File: src/tsp_pkg.sv
// Shared types and constants for the transport stream packet header parser.
// No dependencies.
`default_nettype none

package tsp_pkg;

    localparam int POS_W = 8;

    localparam logic [7:0] SYNC_MARK = 8'h47;

    typedef enum logic [1:0] {
        KIND_HEADER   = 2'd0,
        KIND_PAYLOAD  = 2'd1,
        KIND_SYNC_ERR = 2'd2
    } t_kind;

    typedef struct packed {
        t_kind       record_kind;
        logic [12:0] packet_id;
        logic        transport_error;
        logic        unit_start;
        logic        priority_bit;
        logic [1:0]  scrambling;
        logic [1:0]  adaptation_control;
        logic [3:0]  continuity;
        logic [7:0]  adaptation_length;
        logic [7:0]  adaptation_flags;
        logic [7:0]  payload_length;
        logic [7:0]  payload_data;
    } t_record;

endpackage

`default_nettype wire

File: src/tsp_in_stage.sv
// Input register for stream words.
// Depends on nothing outside this file.
`default_nettype none

module tsp_in_stage (
    input  wire logic       i_clk,
    input  wire logic       i_rst_n,
    input  wire logic       i_valid,
    output logic            o_ready,
    input  wire logic [7:0] i_byte,
    input  wire logic       i_take,
    output logic            o_valid,
    output logic [7:0]      o_byte
);

    logic       r_valid;
    logic [7:0] r_byte;

    assign o_ready = !r_valid || i_take;
    assign o_valid = r_valid;
    assign o_byte  = r_byte;

    always_ff @(posedge i_clk) begin
        if (!i_rst_n) begin
            r_valid <= 1'b0;
        end else if (o_ready) begin
            r_valid <= i_valid;
        end
        if (o_ready && i_valid) begin
            r_byte <= i_byte;
        end
    end

endmodule

`default_nettype wire

File: src/tsp_decoder.sv
// Packet position tracking, header capture and record formation.
// Uses tsp_pkg for the record type and constants.
`default_nettype none

module tsp_decoder
    import tsp_pkg::*;
#(
    parameter int PACKET_BYTES = 188
) (
    input  wire logic       i_clk,
    input  wire logic       i_rst_n,
    input  wire logic       i_fire,
    input  wire logic [7:0] i_byte,
    input  wire logic       i_only_adapt,
    output logic            o_has,
    output t_record         o_rec
);

    localparam logic [POS_W:0] PKT_LEN = (POS_W + 1)'(PACKET_BYTES);

    logic [POS_W-1:0] r_pos, n_pos;
    logic             r_dropped, n_dropped;
    logic [23:0]      r_held_header, n_held_header;
    logic [7:0]       r_held_alen, n_held_alen;
    logic [POS_W-1:0] r_payload_start, n_payload_start;

    logic [23:0]      hdr_use;
    logic [1:0]       ctl;
    logic             hdr_emit;
    logic [7:0]       emit_alen;
    logic [7:0]       emit_aflags;
    logic [POS_W-1:0] emit_ps;
    logic [POS_W:0]   alen_sum;
    logic [POS_W:0]   pos_inc;
    logic [POS_W:0]   plen_diff;

    // at byte 3 the header is only complete with the incoming byte
    assign hdr_use  = (r_pos == POS_W'(3)) ? {r_held_header[15:0], i_byte} : r_held_header;
    assign ctl      = hdr_use[5:4];
    assign alen_sum = (POS_W + 1)'(i_byte) + (POS_W + 1)'(5);
    assign pos_inc  = (POS_W + 1)'(r_pos) + (POS_W + 1)'(1);
    assign plen_diff = PKT_LEN - (POS_W + 1)'(emit_ps);

    always_comb begin
        n_pos           = (pos_inc >= PKT_LEN) ? '0 : pos_inc[POS_W-1:0];
        n_dropped       = r_dropped;
        n_held_header   = r_held_header;
        n_held_alen     = r_held_alen;
        n_payload_start = r_payload_start;
        hdr_emit        = 1'b0;
        emit_alen       = 8'd0;
        emit_aflags     = 8'd0;
        emit_ps         = r_payload_start;
        o_has           = 1'b0;
        o_rec           = '0;

        if (r_pos == '0) begin
            n_dropped = (i_byte != SYNC_MARK);
            if (i_byte != SYNC_MARK) begin
                o_has             = 1'b1;
                o_rec.record_kind = KIND_SYNC_ERR;
            end
        end else if (!r_dropped) begin
            priority if (r_pos <= POS_W'(3)) begin
                n_held_header = {r_held_header[15:0], i_byte};
                if (r_pos == POS_W'(3)) begin
                    n_held_alen = 8'd0;
                    if (ctl[1]) begin
                        n_payload_start = PKT_LEN[POS_W-1:0];
                    end else begin
                        n_payload_start = POS_W'(4);
                        emit_ps         = POS_W'(4);
                        hdr_emit        = 1'b1;
                    end
                end
            end else if (ctl[1] && r_pos == POS_W'(4)) begin
                n_held_alen     = i_byte;
                n_payload_start = (alen_sum > PKT_LEN) ? PKT_LEN[POS_W-1:0]
                                                       : alen_sum[POS_W-1:0];
                if (i_byte == 8'd0) begin
                    emit_ps  = POS_W'(5);
                    hdr_emit = 1'b1;
                end
            end else if (ctl[1] && r_pos == POS_W'(5) && r_held_alen != 8'd0) begin
                emit_alen   = r_held_alen;
                emit_aflags = i_byte;
                hdr_emit    = 1'b1;
            end else if (ctl[0] && r_pos >= r_payload_start) begin
                o_has              = 1'b1;
                o_rec.record_kind  = KIND_PAYLOAD;
                o_rec.payload_data = i_byte;
            end
        end

        // filter: header only for packets with an adaptation field when asked
        if (hdr_emit && !(i_only_adapt && !ctl[1])) begin
            o_has                    = 1'b1;
            o_rec.record_kind        = KIND_HEADER;
            o_rec.packet_id          = hdr_use[20:8];
            o_rec.transport_error    = hdr_use[23];
            o_rec.unit_start         = hdr_use[22];
            o_rec.priority_bit       = hdr_use[21];
            o_rec.scrambling         = hdr_use[7:6];
            o_rec.adaptation_control = ctl;
            o_rec.continuity         = hdr_use[3:0];
            o_rec.adaptation_length  = emit_alen;
            o_rec.adaptation_flags   = emit_aflags;
            o_rec.payload_length     = (ctl[0] && (POS_W + 1)'(emit_ps) < PKT_LEN)
                                       ? plen_diff[7:0] : 8'd0;
        end
    end

    always_ff @(posedge i_clk) begin
        if (!i_rst_n) begin
            r_pos           <= '0;
            r_dropped       <= 1'b0;
            r_held_header   <= '0;
            r_held_alen     <= '0;
            r_payload_start <= '0;
        end else if (i_fire) begin
            r_pos           <= n_pos;
            r_dropped       <= n_dropped;
            r_held_header   <= n_held_header;
            r_held_alen     <= n_held_alen;
            r_payload_start <= n_payload_start;
        end
    end

endmodule

`default_nettype wire

File: src/tsp_out_stage.sv
// Result register holding one record until the consumer takes it.
// Uses tsp_pkg for the record type.
`default_nettype none

module tsp_out_stage
    import tsp_pkg::*;
(
    input  wire logic    i_clk,
    input  wire logic    i_rst_n,
    input  wire logic    i_load,
    input  wire logic    i_has,
    input  wire t_record i_rec,
    output logic         o_free,
    output logic         o_valid,
    input  wire logic    i_ready,
    output t_record      o_rec
);

    logic    r_valid;
    t_record r_rec;

    assign o_free  = !r_valid || i_ready;
    assign o_valid = r_valid;
    assign o_rec   = r_rec;

    always_ff @(posedge i_clk) begin
        if (!i_rst_n) begin
            r_valid <= 1'b0;
        end else if (o_free) begin
            r_valid <= i_load && i_has;
        end
        if (o_free && i_load && i_has) begin
            r_rec <= i_rec;
        end
    end

endmodule

`default_nettype wire

File: src/ts_packet_header_parser.sv
// Top level of the transport stream packet header parser.
// Uses tsp_pkg, tsp_in_stage, tsp_decoder and tsp_out_stage.
//
// Takes one stream word per cycle unless stalled and splits the stream into
// PACKET_BYTES-byte packets with a position counter. Each byte passes an input
// register, is decoded against the packet state and leaves through a result
// register: one byte per clock sustained unless the consumer stalls. Header
// bytes that complete no record produce nothing. A bad sync byte gives a
// sync-error record and mutes the rest of that packet. The config register is
// sampled when a header record is formed; write it while idle.
`default_nettype none

module ts_packet_header_parser
    import tsp_pkg::*;
#(
    parameter int PACKET_BYTES = 188
) (
    input  wire logic        i_clk,
    input  wire logic        i_rst_n,
    input  wire logic        i_stream_valid,
    output logic             o_stream_ready,
    input  wire logic [7:0]  i_stream_byte,
    input  wire logic        i_cfg_valid,
    output logic             o_cfg_ready,
    input  wire logic        i_cfg_only_adaptation_headers,
    output logic             o_rec_valid,
    input  wire logic        i_rec_ready,
    output logic [1:0]       o_record_kind,
    output logic [12:0]      o_packet_id,
    output logic             o_transport_error,
    output logic             o_unit_start,
    output logic             o_priority_bit,
    output logic [1:0]       o_scrambling,
    output logic [1:0]       o_adaptation_control,
    output logic [3:0]       o_continuity,
    output logic [7:0]       o_adaptation_length,
    output logic [7:0]       o_adaptation_flags,
    output logic [7:0]       o_payload_length,
    output logic [7:0]       o_payload_data
);

    logic       r_only_adapt;
    logic       in_valid;
    logic [7:0] in_byte;
    logic       out_free;
    logic       take;
    logic       dec_has;
    t_record    dec_rec;
    t_record    out_rec;

    assign o_cfg_ready = 1'b1;
    assign take        = in_valid && out_free;

    always_ff @(posedge i_clk) begin
        if (!i_rst_n) begin
            r_only_adapt <= 1'b0;
        end else if (i_cfg_valid) begin
            r_only_adapt <= i_cfg_only_adaptation_headers;
        end
    end

    tsp_in_stage u_in (
        .i_clk   (i_clk),
        .i_rst_n (i_rst_n),
        .i_valid (i_stream_valid),
        .o_ready (o_stream_ready),
        .i_byte  (i_stream_byte),
        .i_take  (take),
        .o_valid (in_valid),
        .o_byte  (in_byte)
    );

    tsp_decoder #(
        .PACKET_BYTES (PACKET_BYTES)
    ) u_dec (
        .i_clk        (i_clk),
        .i_rst_n      (i_rst_n),
        .i_fire       (take),
        .i_byte       (in_byte),
        .i_only_adapt (r_only_adapt),
        .o_has        (dec_has),
        .o_rec        (dec_rec)
    );

    tsp_out_stage u_out (
        .i_clk   (i_clk),
        .i_rst_n (i_rst_n),
        .i_load  (take),
        .i_has   (dec_has),
        .i_rec   (dec_rec),
        .o_free  (out_free),
        .o_valid (o_rec_valid),
        .i_ready (i_rec_ready),
        .o_rec   (out_rec)
    );

    assign o_record_kind        = out_rec.record_kind;
    assign o_packet_id          = out_rec.packet_id;
    assign o_transport_error    = out_rec.transport_error;
    assign o_unit_start         = out_rec.unit_start;
    assign o_priority_bit       = out_rec.priority_bit;
    assign o_scrambling         = out_rec.scrambling;
    assign o_adaptation_control = out_rec.adaptation_control;
    assign o_continuity         = out_rec.continuity;
    assign o_adaptation_length  = out_rec.adaptation_length;
    assign o_adaptation_flags   = out_rec.adaptation_flags;
    assign o_payload_length     = out_rec.payload_length;
    assign o_payload_data       = out_rec.payload_data;

endmodule

`default_nettype wire

File: config.mk
export PLATFORM = sky130hd
export DESIGN_NAME = ts_packet_header_parser
export DESIGN_NICKNAME = d
export VERILOG_FILES = /design/src/tsp_pkg.sv /design/src/tsp_in_stage.sv /design/src/tsp_decoder.sv /design/src/tsp_out_stage.sv /design/src/ts_packet_header_parser.sv
export SDC_FILE = /design/constraint.sdc
export NUM_CORES = 1
export LEC_CHECK = 0
export BUFFER_PORTS_ARGS = -buffer_cell sky130_fd_sc_hd__buf_2
export CAP_MARGIN = 20
export CORE_ASPECT_RATIO = 0.9
export CORE_UTILIZATION = 58
export DETAILED_ROUTE_END_ITERATION = 7
export PLACE_DENSITY = 0.86
export SLEW_MARGIN = 20
export SYNTH_ARGS = -nofsm -noshare
export SYNTH_HDL_FRONTEND = slang
export SYNTH_HIERARCHICAL = 1
export SYNTH_SLANG_ARGS = --single-unit
File: constraint.sdc
create_clock -name i_clk -period 5.1 [get_ports i_clk]
set_input_delay 0.255 -clock i_clk [delete_from_list [all_inputs] [get_ports i_clk]]
set_output_delay 0.255 -clock i_clk [all_outputs]
set_load 0.005 [all_outputs]
==> run metrics, run 1 <==
outcome finished clean; die width 106 um; Reg2Reg Setup Slack 440 ps; first-pass GRT wire length 22100 um; fillcell total 603; Via Count 4889; clock root cell clkbuf_8; Layout area overhead 19.9%; post-layout minimum cycle time 4660 ps; Clk pin slew, worst setup/hold paths 60 ps; hold-critical path depth 3; top_reg_cell synth edfxtp_1; leading area contributor after synthesis edfxtp_1; commonest non-fill, non-tap cells in the layout nand2_1, a21oi_1, buf_2; max_slew headroom 28.0%; startpoint type of the worst setup path flip-flop; unrepaired setup endpoints after global routing no; port buffer count 73; Hold Fails Final Rpt 0; critical path's largest stage delay 770 ps; cts repair resizes 0; Worst VDD drop 0.000215 V; # rows 33; Clock Skew 11.0 ps; Mean Syn Cell Area 9.64 sq um; P_leak 2.43 nW; Post-Syn Instances 585; Final Cell Area 0.00677 sq mm; Vias/cell 6.20; Pre-Repair DR Iteration Count 6; Async S/R FF share, synth 0%; Placement Cell Area 0.00605 sq mm; largest net degree at the start of global routing 46; worst-case hold path end point r_only_adapt; diode count 0; most common cell after layout, fill and taps aside nand2_1; power per cell area 364 mW/mm^2; Die Area 0.0101 sq mm; # DRC 0; worst setup margin 439 ps; ANT nets after route 0; fin nets 683; DR WL/cell 18.1 um; number of global-route vias before repair 4451; core area 0.00929 sq mm; Layout Utilization 72.8%; number of library cell types mapped by synthesis 71; initial antenna violation count 0; share of cells above drive strength 1 19.8%; f_max 0.215 GHz; setup TNS 0 ps; DP HPWL 9010 um; CP bufs+invs 2; max-cap violations 0; top cells by area, synth edfxtp_1, dfxtp_1, nand2_1; slew at the pin closest to its max-slew limit 1080 ps; number of synthesized register bits 118; cell area after synthesis 0.00564 sq mm; Post-synth EDFFs 66; class of the most critical setup path flip-flop to flip-flop; fin crit share 91.4%; Die Span Y 95.6 um; clock net sink count 118; worst reg2reg startpoint u_dec/r_pos[1]; HP Start i_cfg_valid; area fraction of the dominant cell type after synthesis 35.1%; Reg2Reg Depth 11; YS warnings 6; total global routing track utilization 28.7%; Hold Buf Count CTS 10; TritonCTS buffer count 17; DRT Wirelength 14200 um; placed cell count 747; Power Total 2.46 mW; type of the worst min-delay path input port to flip-flop; CTS tree done; CTS H-tree lvls 4; critical-path cell list ha_1, nor4b_1, and2_1, buf_4, mux2i_1, nor2_1, nor4b_2, or3_1, nand2_2, nor2b_4, buf_12; register area share after synthesis 53.6%; critical path's slowest cell nor4b_2; later-pin clock latency in the skew report 520 ps; syn_nets 614; family with the most delay on the worst path simple AND/OR/NAND/NOR gates; Critical Path End Type flip-flop; Setup WS pre-CTS 637 ps; CP arrival 4870 ps; Req. time, crit path 5310 ps; Final Max Tran Viols 0; CP max FO 43; r2r endpoint u_out/o_rec[9]; GRT overflow 0; Clock Path Buffers 2; io pins 75; Hold Slack 14.2 ps; Initial Util 60.7%; post-CTS setup repair buffer count 0; non-filler instance count after layout 789; Placer Congestion 0.969; First DRT Iteration DRCs 598; setup violators final 0
-- layer usage --
metal | up-vias | wire [um] | global-route usage, %
met3 | 56 | 1360 | 5.60
li1 | 2197 | - | -
met4 | 0 | 415 | 13.0
met1 | 2305 | 5880 | 38.5
met5 | - | 0 | 0
met2 | 331 | 6580 | 45.4
-- registers in the layout, summed over array words and instances (netlist names) --
name,flops
u_dec/r_pos,8
u_dec/r_held_alen,8
u_in/o_byte,8
u_dec/r_dropped,1
u_dec/r_payload_start,8
u_out/o_rec,58
u_out/o_valid,1
r_only_adapt,1
u_dec/r_held_header,24
u_in/o_valid,1
-- synthesized netlist by cell type (3+ instances only) --
| cell type | count |
|---|---|
| dfxtp_1 | 52 |
| nand3_1 | 22 |
| mux2i_1 | 4 |
| ha_1 | 15 |
| buf_2 | 5 |
| inv_1 | 16 |
| nand4b_1 | 3 |
| xnor2_1 | 7 |
| a211oi_1 | 3 |
| nand2b_1 | 4 |
| nor3b_1 | 3 |
| nand2_1 | 120 |
| nor3_1 | 12 |
| clkbuf_1 | 30 |
| nor4_1 | 4 |
| a21oi_1 | 74 |
| xor2_1 | 4 |
| or3_1 | 5 |
| nor2b_1 | 3 |
| nor4b_1 | 4 |
| o21ai_0 | 13 |
| nor2_1 | 27 |
| and2_1 | 22 |
| edfxtp_1 | 66 |
| o41ai_1 | 3 |
| nand4_1 | 3 |
| and3_1 | 5 |
-- worst max path at each step --
stage                              start              end  slack [ps]  cells past startpoint
after floorplan           u_dec/r_pos[4]   u_out/o_rec[0]        1380                     10
after global placement    u_dec/r_pos[1]  u_out/o_rec[27]        1000                     11
after detailed placement  u_dec/r_pos[1]  u_out/o_rec[27]         640                     11
after CTS                 u_dec/r_pos[1]  u_out/o_rec[31]         510                     11
after global routing      u_dec/r_pos[1]  u_out/o_rec[13]         190                     11
final                     u_dec/r_pos[1]   u_out/o_rec[9]         440                     11
-- final cells by class --
cell class | instances | area [sq um] | area share [%]
inverters | 19 | 71.3 | 1.05
clock buffers | 18 | 428 | 6.33
clock inverters | 14 | 189 | 2.79
well taps | 122 | 153 | 2.26
repair buffers | 88 | 515 | 7.62
multi-input cells | 410 | 2390 | 35.3
flip-flops and latches | 118 | 3020 | 44.7
-- logic make-up (layout without fill, tap and decap cells) --
logic type,count (synthesis),after routing,share of synthesized area (%)
XOR/XNOR,11,11,1.71
multiplexers,4,4,0.710
other,1,1,0.0665
flip-flops,118,118,53.6
adder cells (fa/ha/maj),15,15,3.33
AND/OR/NAND/NOR,257,257,23.0
buffers and inverters,57,139,4.10
AO/OA/AOI/OAI,122,122,13.4
-- tightest hold or removal path, delay by kind of cell --
family	cells	cell delay, ps
AND/OR/NAND/NOR	1	90
buffers and inverters	1	90
multiplexers	1	60
-- power breakdown --
group / internal, mW / switching, mW / total (mW)
clock: 0.773 / 0.459 / 1.23
sequential: 1.05 / 0.0329 / 1.08
combinational: 0.0575 / 0.0885 / 0.146
Note: power is estimated with default switching activity, not from simulation.
==> run 2, diff against run 1 <==
Settings changed: CORE_ASPECT_RATIO 0.9 to not set.
==> run metrics, run 2 (synthesis gave the netlist of run 1 again) <==
# DRC 0 (unchanged); sequential share of power 44.6% (was 44.0%); Worst VDD drop 0.000250 V (was 0.000215 V); commonest non-fill, non-tap cells in the layout nand2_1, a21oi_1, buf_2 (unchanged); Clk pin slew, worst setup/hold paths 70 ps (was 60 ps); Net Sw Power 0.601 mW (was 0.580 mW); GRT overflow 0 (unchanged); Placement Cell Area 0.00606 sq mm (was 0.00605 sq mm); io pins 75 (unchanged); Via Count 4771 (was 4889); Reg2Reg Depth 12 (was 11); Clk network pwr share 49.5% (was 50.0%); Die Span Y 101 um (was 95.6 um); hold-critical path depth 3 (unchanged); Pre-Repair DR Iteration Count 6 (unchanged); r2r endpoint u_out/o_rec[13] (was u_out/o_rec[9]); CP arrival 4370 ps (was 4870 ps); # rows 35 (was 33); fin nets 685 (was 683); port buffer count 73 (unchanged); first-pass GRT wire length 21800 um (was 22100 um); Critical Path End Type flip-flop (unchanged); later-pin clock latency in the skew report 530 ps (was 520 ps); HP Start i_rec_ready (was i_cfg_valid); setup violators final 0 (unchanged); TritonCTS buffer count 17 (unchanged); most common cell after layout, fill and taps aside nand2_1 (unchanged); DRT Wirelength 13500 um (was 14200 um); number of global-route vias before repair 4401 (was 4451); worst-case hold path end point u_out/o_valid (was r_only_adapt); Hold Fails Final Rpt 0 (unchanged); total global routing track utilization 28.5% (was 28.7%); P_int 1.83 mW (was 1.88 mW); largest net degree at the start of global routing 58 (was 46); max-cap violations 0 (unchanged); diode count 0 (unchanged); Req. time, crit path 5250 ps (was 5310 ps); startpoint type of the worst setup path flip-flop (unchanged); Final Cell Area 0.00676 sq mm (was 0.00677 sq mm); clock net sink count 118 (unchanged); placed cell count 756 (was 747); outcome finished clean (unchanged); First DRT Iteration DRCs 517 (was 598); non-filler instance count after layout 798 (was 789); power per cell area 359 mW/mm^2 (was 364 mW/mm^2); CTS H-tree lvls 4 (unchanged); Reg2Reg Setup Slack 880 ps (was 440 ps); Die Area 0.0101 sq mm (about the same); setup TNS 0 ps (unchanged); Placer Congestion 0.969 (about the same); core area 0.00933 sq mm (was 0.00929 sq mm); DP HPWL 8840 um (was 9010 um); Hold Slack 22.2 ps (was 14.2 ps); clock root cell clkbuf_8 (unchanged); f_max 0.237 GHz (was 0.215 GHz); Layout area overhead 19.8% (was 19.9%); max reg flops 58 (unchanged); max_slew headroom 27.1% (was 28.0%); post-layout minimum cycle time 4220 ps (was 4660 ps); Initial Util 60.5% (was 60.7%); unrepaired setup endpoints after global routing no (unchanged); CP max FO 57 (was 43); fin crit share 82.8% (was 91.4%); class of the most critical setup path flip-flop to flip-flop (unchanged); ANT nets after route 0 (unchanged); Sw Ratio 24.8% (was 23.6%); Vias/cell 5.98 (was 6.20); initial antenna violation count 0 (unchanged); Clock Path Buffers 2 (unchanged); post-CTS setup repair buffer count 0 (unchanged); Comb power frac 5.9% (about the same); Clock Skew 10.3 ps (was 11.0 ps); P_leak 2.43 nW (about the same); die width 101 um (was 106 um); slew at the pin closest to its max-slew limit 1090 ps (was 1080 ps); worst reg2reg startpoint u_dec/r_pos[1] (unchanged); share of cells above drive strength 1 20.0% (was 19.8%); type of the worst min-delay path input port to flip-flop (unchanged); Final Max Tran Viols 0 (unchanged); DR WL/cell 16.9 um (was 18.1 um); CTS tree done (unchanged)
[run 2: layer usage]
metal  vias to the layer above  track usage [%]  part of all wire [%]
li1                       2212                -                     -
met1                      2234             37.6                    41
met2                       293             45.3                    48
met3                        32             7.28                   8.7
met4                         0             11.4                   2.2
met5                         -                0                     0
[run 2: critical path, cell delays in order (launching register included)]
cell	delay [ps]
dfxtp_1	490
ha_1	430
nor4b_1	340
and2_1	180
buf_4	280
mux2i_1	480
nor2_1	140
nor4b_2	280
buf_4	190
or3_1	150
nand2_2	90
nor2b_4	170
buf_4	550
[run 2: area by class of cell]
cell class                 instances  area [sq um]
clock buffer                      17           414
clock inverter                    15           184
fill                             657          2570
inverter                          19          71.3
multi-input combinational        410          2390
sequential                       118          3020
tap                              129           161
timing repair buffer              90           518
[run 2: repair_timing]
| action | in CTS | in global routing |
|---|---|---|
| gates resized for setup | 0 | 0 |
| hold buffers | 10 | 0 |
| hold endpoints to repair | 10 | 0 |
[run 2: power by group through the flow]
stage / clock network [mW] / logic [mW] / registers (mW)
global route: 1.26 / 0.156 / 1.09
finish: 1.20 / 0.143 / 1.08
floorplan: 0 / 0.0831 / 1.09
global placement: 0 / 0.132 / 1.10
CTS: 1.21 / 0.142 / 1.08
detailed placement: 0 / 0.135 / 1.10
[run 2: worst max-delay path by stage]
| stage | from | cells past startpoint | slack (ps) | end |
|---|---|---|---|---|
| final | u_dec/r_pos[1] | 12 | 880 | u_out/o_rec[13] |
| after global routing | u_dec/r_pos[0] | 12 | 570 | u_out/o_rec[13] |
| after CTS | u_dec/r_pos[1] | 12 | 900 | u_out/o_rec[23] |
| after detailed placement | u_dec/r_pos[1] | 12 | 980 | u_out/o_rec[27] |
| after global placement | u_dec/r_pos[1] | 12 | 1220 | u_out/o_rec[25] |
| after floorplan | u_dec/r_pos[4] | 10 | 1380 | u_out/o_rec[0] |
[run 2: through the flow]
step	worst slack [ps]	utilization, %	power, mW
final	878	72.4	2.43
after CTS	904	72.4	2.43
after floorplan	1380	-	1.17
after global placement	1220	65.0	1.23
after global routing	571	72.4	2.50
after detailed placement	975	65.0	1.24
==> run 3, diff against run 2 <==
Settings changed: CORE_UTILIZATION 58 to 52, PLACE_DENSITY 0.86 to 0.82.
Clock period 5.1 ns to 3.8 ns, I/O delays scaled along.
==> run metrics, run 3 (synthesis gave the netlist of run 1 again) <==
outcome finished clean (unchanged); setup violators final 0 (unchanged); fin crit share 90.6% (was 82.8%); io pins 75 (unchanged); worst-case hold path end point u_in/o_byte[2] (was u_out/o_valid); Worst VDD drop 0.000283 V (was 0.000250 V); Pre-Repair DR Iteration Count 5 (was 6); GRT overflow 0 (unchanged); critical path's slowest cell dfxtp_1 (was buf_4); max-cap violations 0 (unchanged); Power Total 3.12 mW (was 2.43 mW); Hold Fails Final Rpt 0 (unchanged); Clock Path Buffers 2 (unchanged); total global routing track utilization 25.7% (was 28.5%); Die Area 0.0113 sq mm (was 0.0101 sq mm); # rows 37 (was 35); CP arrival 3590 ps (was 4370 ps); number of global-route vias before repair 4420 (was 4401); r2r endpoint u_out/o_rec[9] (was u_out/o_rec[13]); post-layout minimum cycle time 3440 ps (was 4220 ps); power per cell area 459 mW/mm^2 (was 359 mW/mm^2); core area 0.0104 sq mm (was 0.00933 sq mm); Reg2Reg Depth 10 (was 12); TritonCTS buffer count 17 (unchanged); DRT Wirelength 13800 um (was 13500 um); setup TNS 0 ps (unchanged); P_leak 2.45 nW (was 2.43 nW); Reg2Reg Setup Slack 360 ps (was 880 ps); startpoint type of the worst setup path flip-flop (unchanged); critical-path cell list ha_1, nor4b_1, and2_1, mux2i_1, nor2_1, nor4b_2, or3_1, nand2_2, nor2b_4, buf_6 (was ha_1, nor4b_1, and2_1, buf_4, mux2i_1, nor2_1, nor4b_2, buf_4, or3_1, nand2_2, nor2b_4, buf_4); CP bufs+invs 1 (was 3); First DRT Iteration DRCs 437 (was 517); largest net degree at the start of global routing 59 (was 58); fillcell total 805 (was 657); initial antenna violation count 0 (unchanged); max_slew headroom 29.8% (was 27.1%); DP HPWL 9040 um (was 8840 um); # DRC 0 (unchanged); Clk pin slew, worst setup/hold paths 60 ps (was 70 ps); class of the most critical setup path flip-flop to flip-flop (unchanged); Final Cell Area 0.00679 sq mm (was 0.00676 sq mm); port buffer count 73 (unchanged); commonest non-fill, non-tap cells in the layout nand2_1, a21oi_1, buf_2 (unchanged); hold-critical path depth 2 (was 3); die width 106 um (was 101 um); DR WL/cell 17.0 um (was 16.9 um); critical path's largest stage delay 460 ps (was 550 ps); share of cells above drive strength 1 20.5% (was 20.0%); clock root cell clkbuf_8 (unchanged); HP Start i_stream_byte[2] (was i_rec_ready); Placement Cell Area 0.00611 sq mm (was 0.00606 sq mm); fin nets 694 (was 685); type of the worst min-delay path input port to flip-flop (unchanged); Vias/cell 5.80 (was 5.98); Final Max Tran Viols 0 (unchanged); Placer Congestion 0.936 (was 0.969); CP max FO 58 (was 57); post-CTS setup repair buffer count 0 (unchanged); f_max 0.291 GHz (was 0.237 GHz); Req. time, crit path 3940 ps (was 5250 ps); Via Count 4723 (was 4771); CTS tree done (unchanged); clock net sink count 118 (unchanged); Initial Util 54.2% (was 60.5%); most common cell after layout, fill and taps aside nand2_1 (unchanged); Die Span Y 106 um (was 101 um); Layout area overhead 20.4% (was 19.8%); first-pass GRT wire length 22300 um (was 21800 um); Critical Path End Type flip-flop (unchanged); slew at the pin closest to its max-slew limit 1050 ps (was 1090 ps); Clock Skew 7.83 ps (was 10.3 ps); diode count 0 (unchanged); later-pin clock latency in the skew report 510 ps (was 530 ps); worst reg2reg startpoint u_dec/r_pos[0] (was u_dec/r_pos[1]); family with the most delay on the worst path simple AND/OR/NAND/NOR gates (unchanged); Layout Utilization 65.2% (was 72.4%); ANT nets after route 0 (unchanged); max reg flops 58 (unchanged); unrepaired setup endpoints after global routing no (unchanged); CTS H-tree lvls 4 (unchanged)
run 3: metrics by stage:
step | cells | worst slack, ps | hold slack, ps
6_report | 814 | 358 | 404
5_1_grt | 814 | 108 | 404
4_1_cts | 813 | 231 | 0.748
3_5_place_dp | 769 | 274 | 379
3_3_place_gp | 769 | 422 | 375
2_1_floorplan | 585 | 83.2 | 289
run 3: worst max-delay path by stage:
stage	start	to	cells after the start
after global routing	u_dec/r_pos[0]	u_out/o_rec[36]	10
after global placement	u_dec/r_pos[0]	u_out/o_rec[19]	11
after floorplan	u_dec/r_pos[4]	u_out/o_rec[0]	10
after CTS	u_dec/r_pos[1]	u_out/o_rec[29]	10
final	u_dec/r_pos[0]	u_out/o_rec[9]	10
after detailed placement	u_dec/r_pos[1]	u_out/o_rec[24]	10
run 3: repair_timing:
action                                  4_1_cts  5_1_grt
hold endpoints to repair                     11        1
hold buffers                                 12        1
endpoints found under the setup margin        0       58
gates resized for setup                       0        1
run 3: per-layer routing:
| layer | GRT usage, % | wire [um] | up-vias |
|---|---|---|---|
| li1 | - | - | 2223 |
| met1 | 34.0 | 5870 | 2200 |
| met2 | 40.1 | 6490 | 265 |
| met3 | 6.56 | 1140 | 35 |
| met4 | 10.7 | 337 | 0 |
| met5 | 0 | 0 | - |
run 3: power breakdown:
part	leakage [nW]	internal, mW	total [mW]	switching [mW]
registers	1.05	1.41	1.44	0.0318
clock network	0.262	0.866	1.46	0.595
logic	1.13	0.0813	0.211	0.129
run 3: area by class of cell:
cell class	instances	area [sq um]	area share [%]
clock inverter	15	129	1.90
multi-input combinational	410	2390	35.1
inverter	19	71.3	1.05
tap	136	170	2.51
timing repair buffer	99	597	8.79
sequential	118	3020	44.5
clock buffer	17	414	6.10
run 3: worst register-to-register path: cells and delay by family (launching register included):
family / cells / cell delay (ps)
and+or+nand+nor: 7 / 1470
adders and majority gates: 1 / 430
DFF: 1 / 460
muxes: 1 / 250
buffers and inverters: 1 / 400
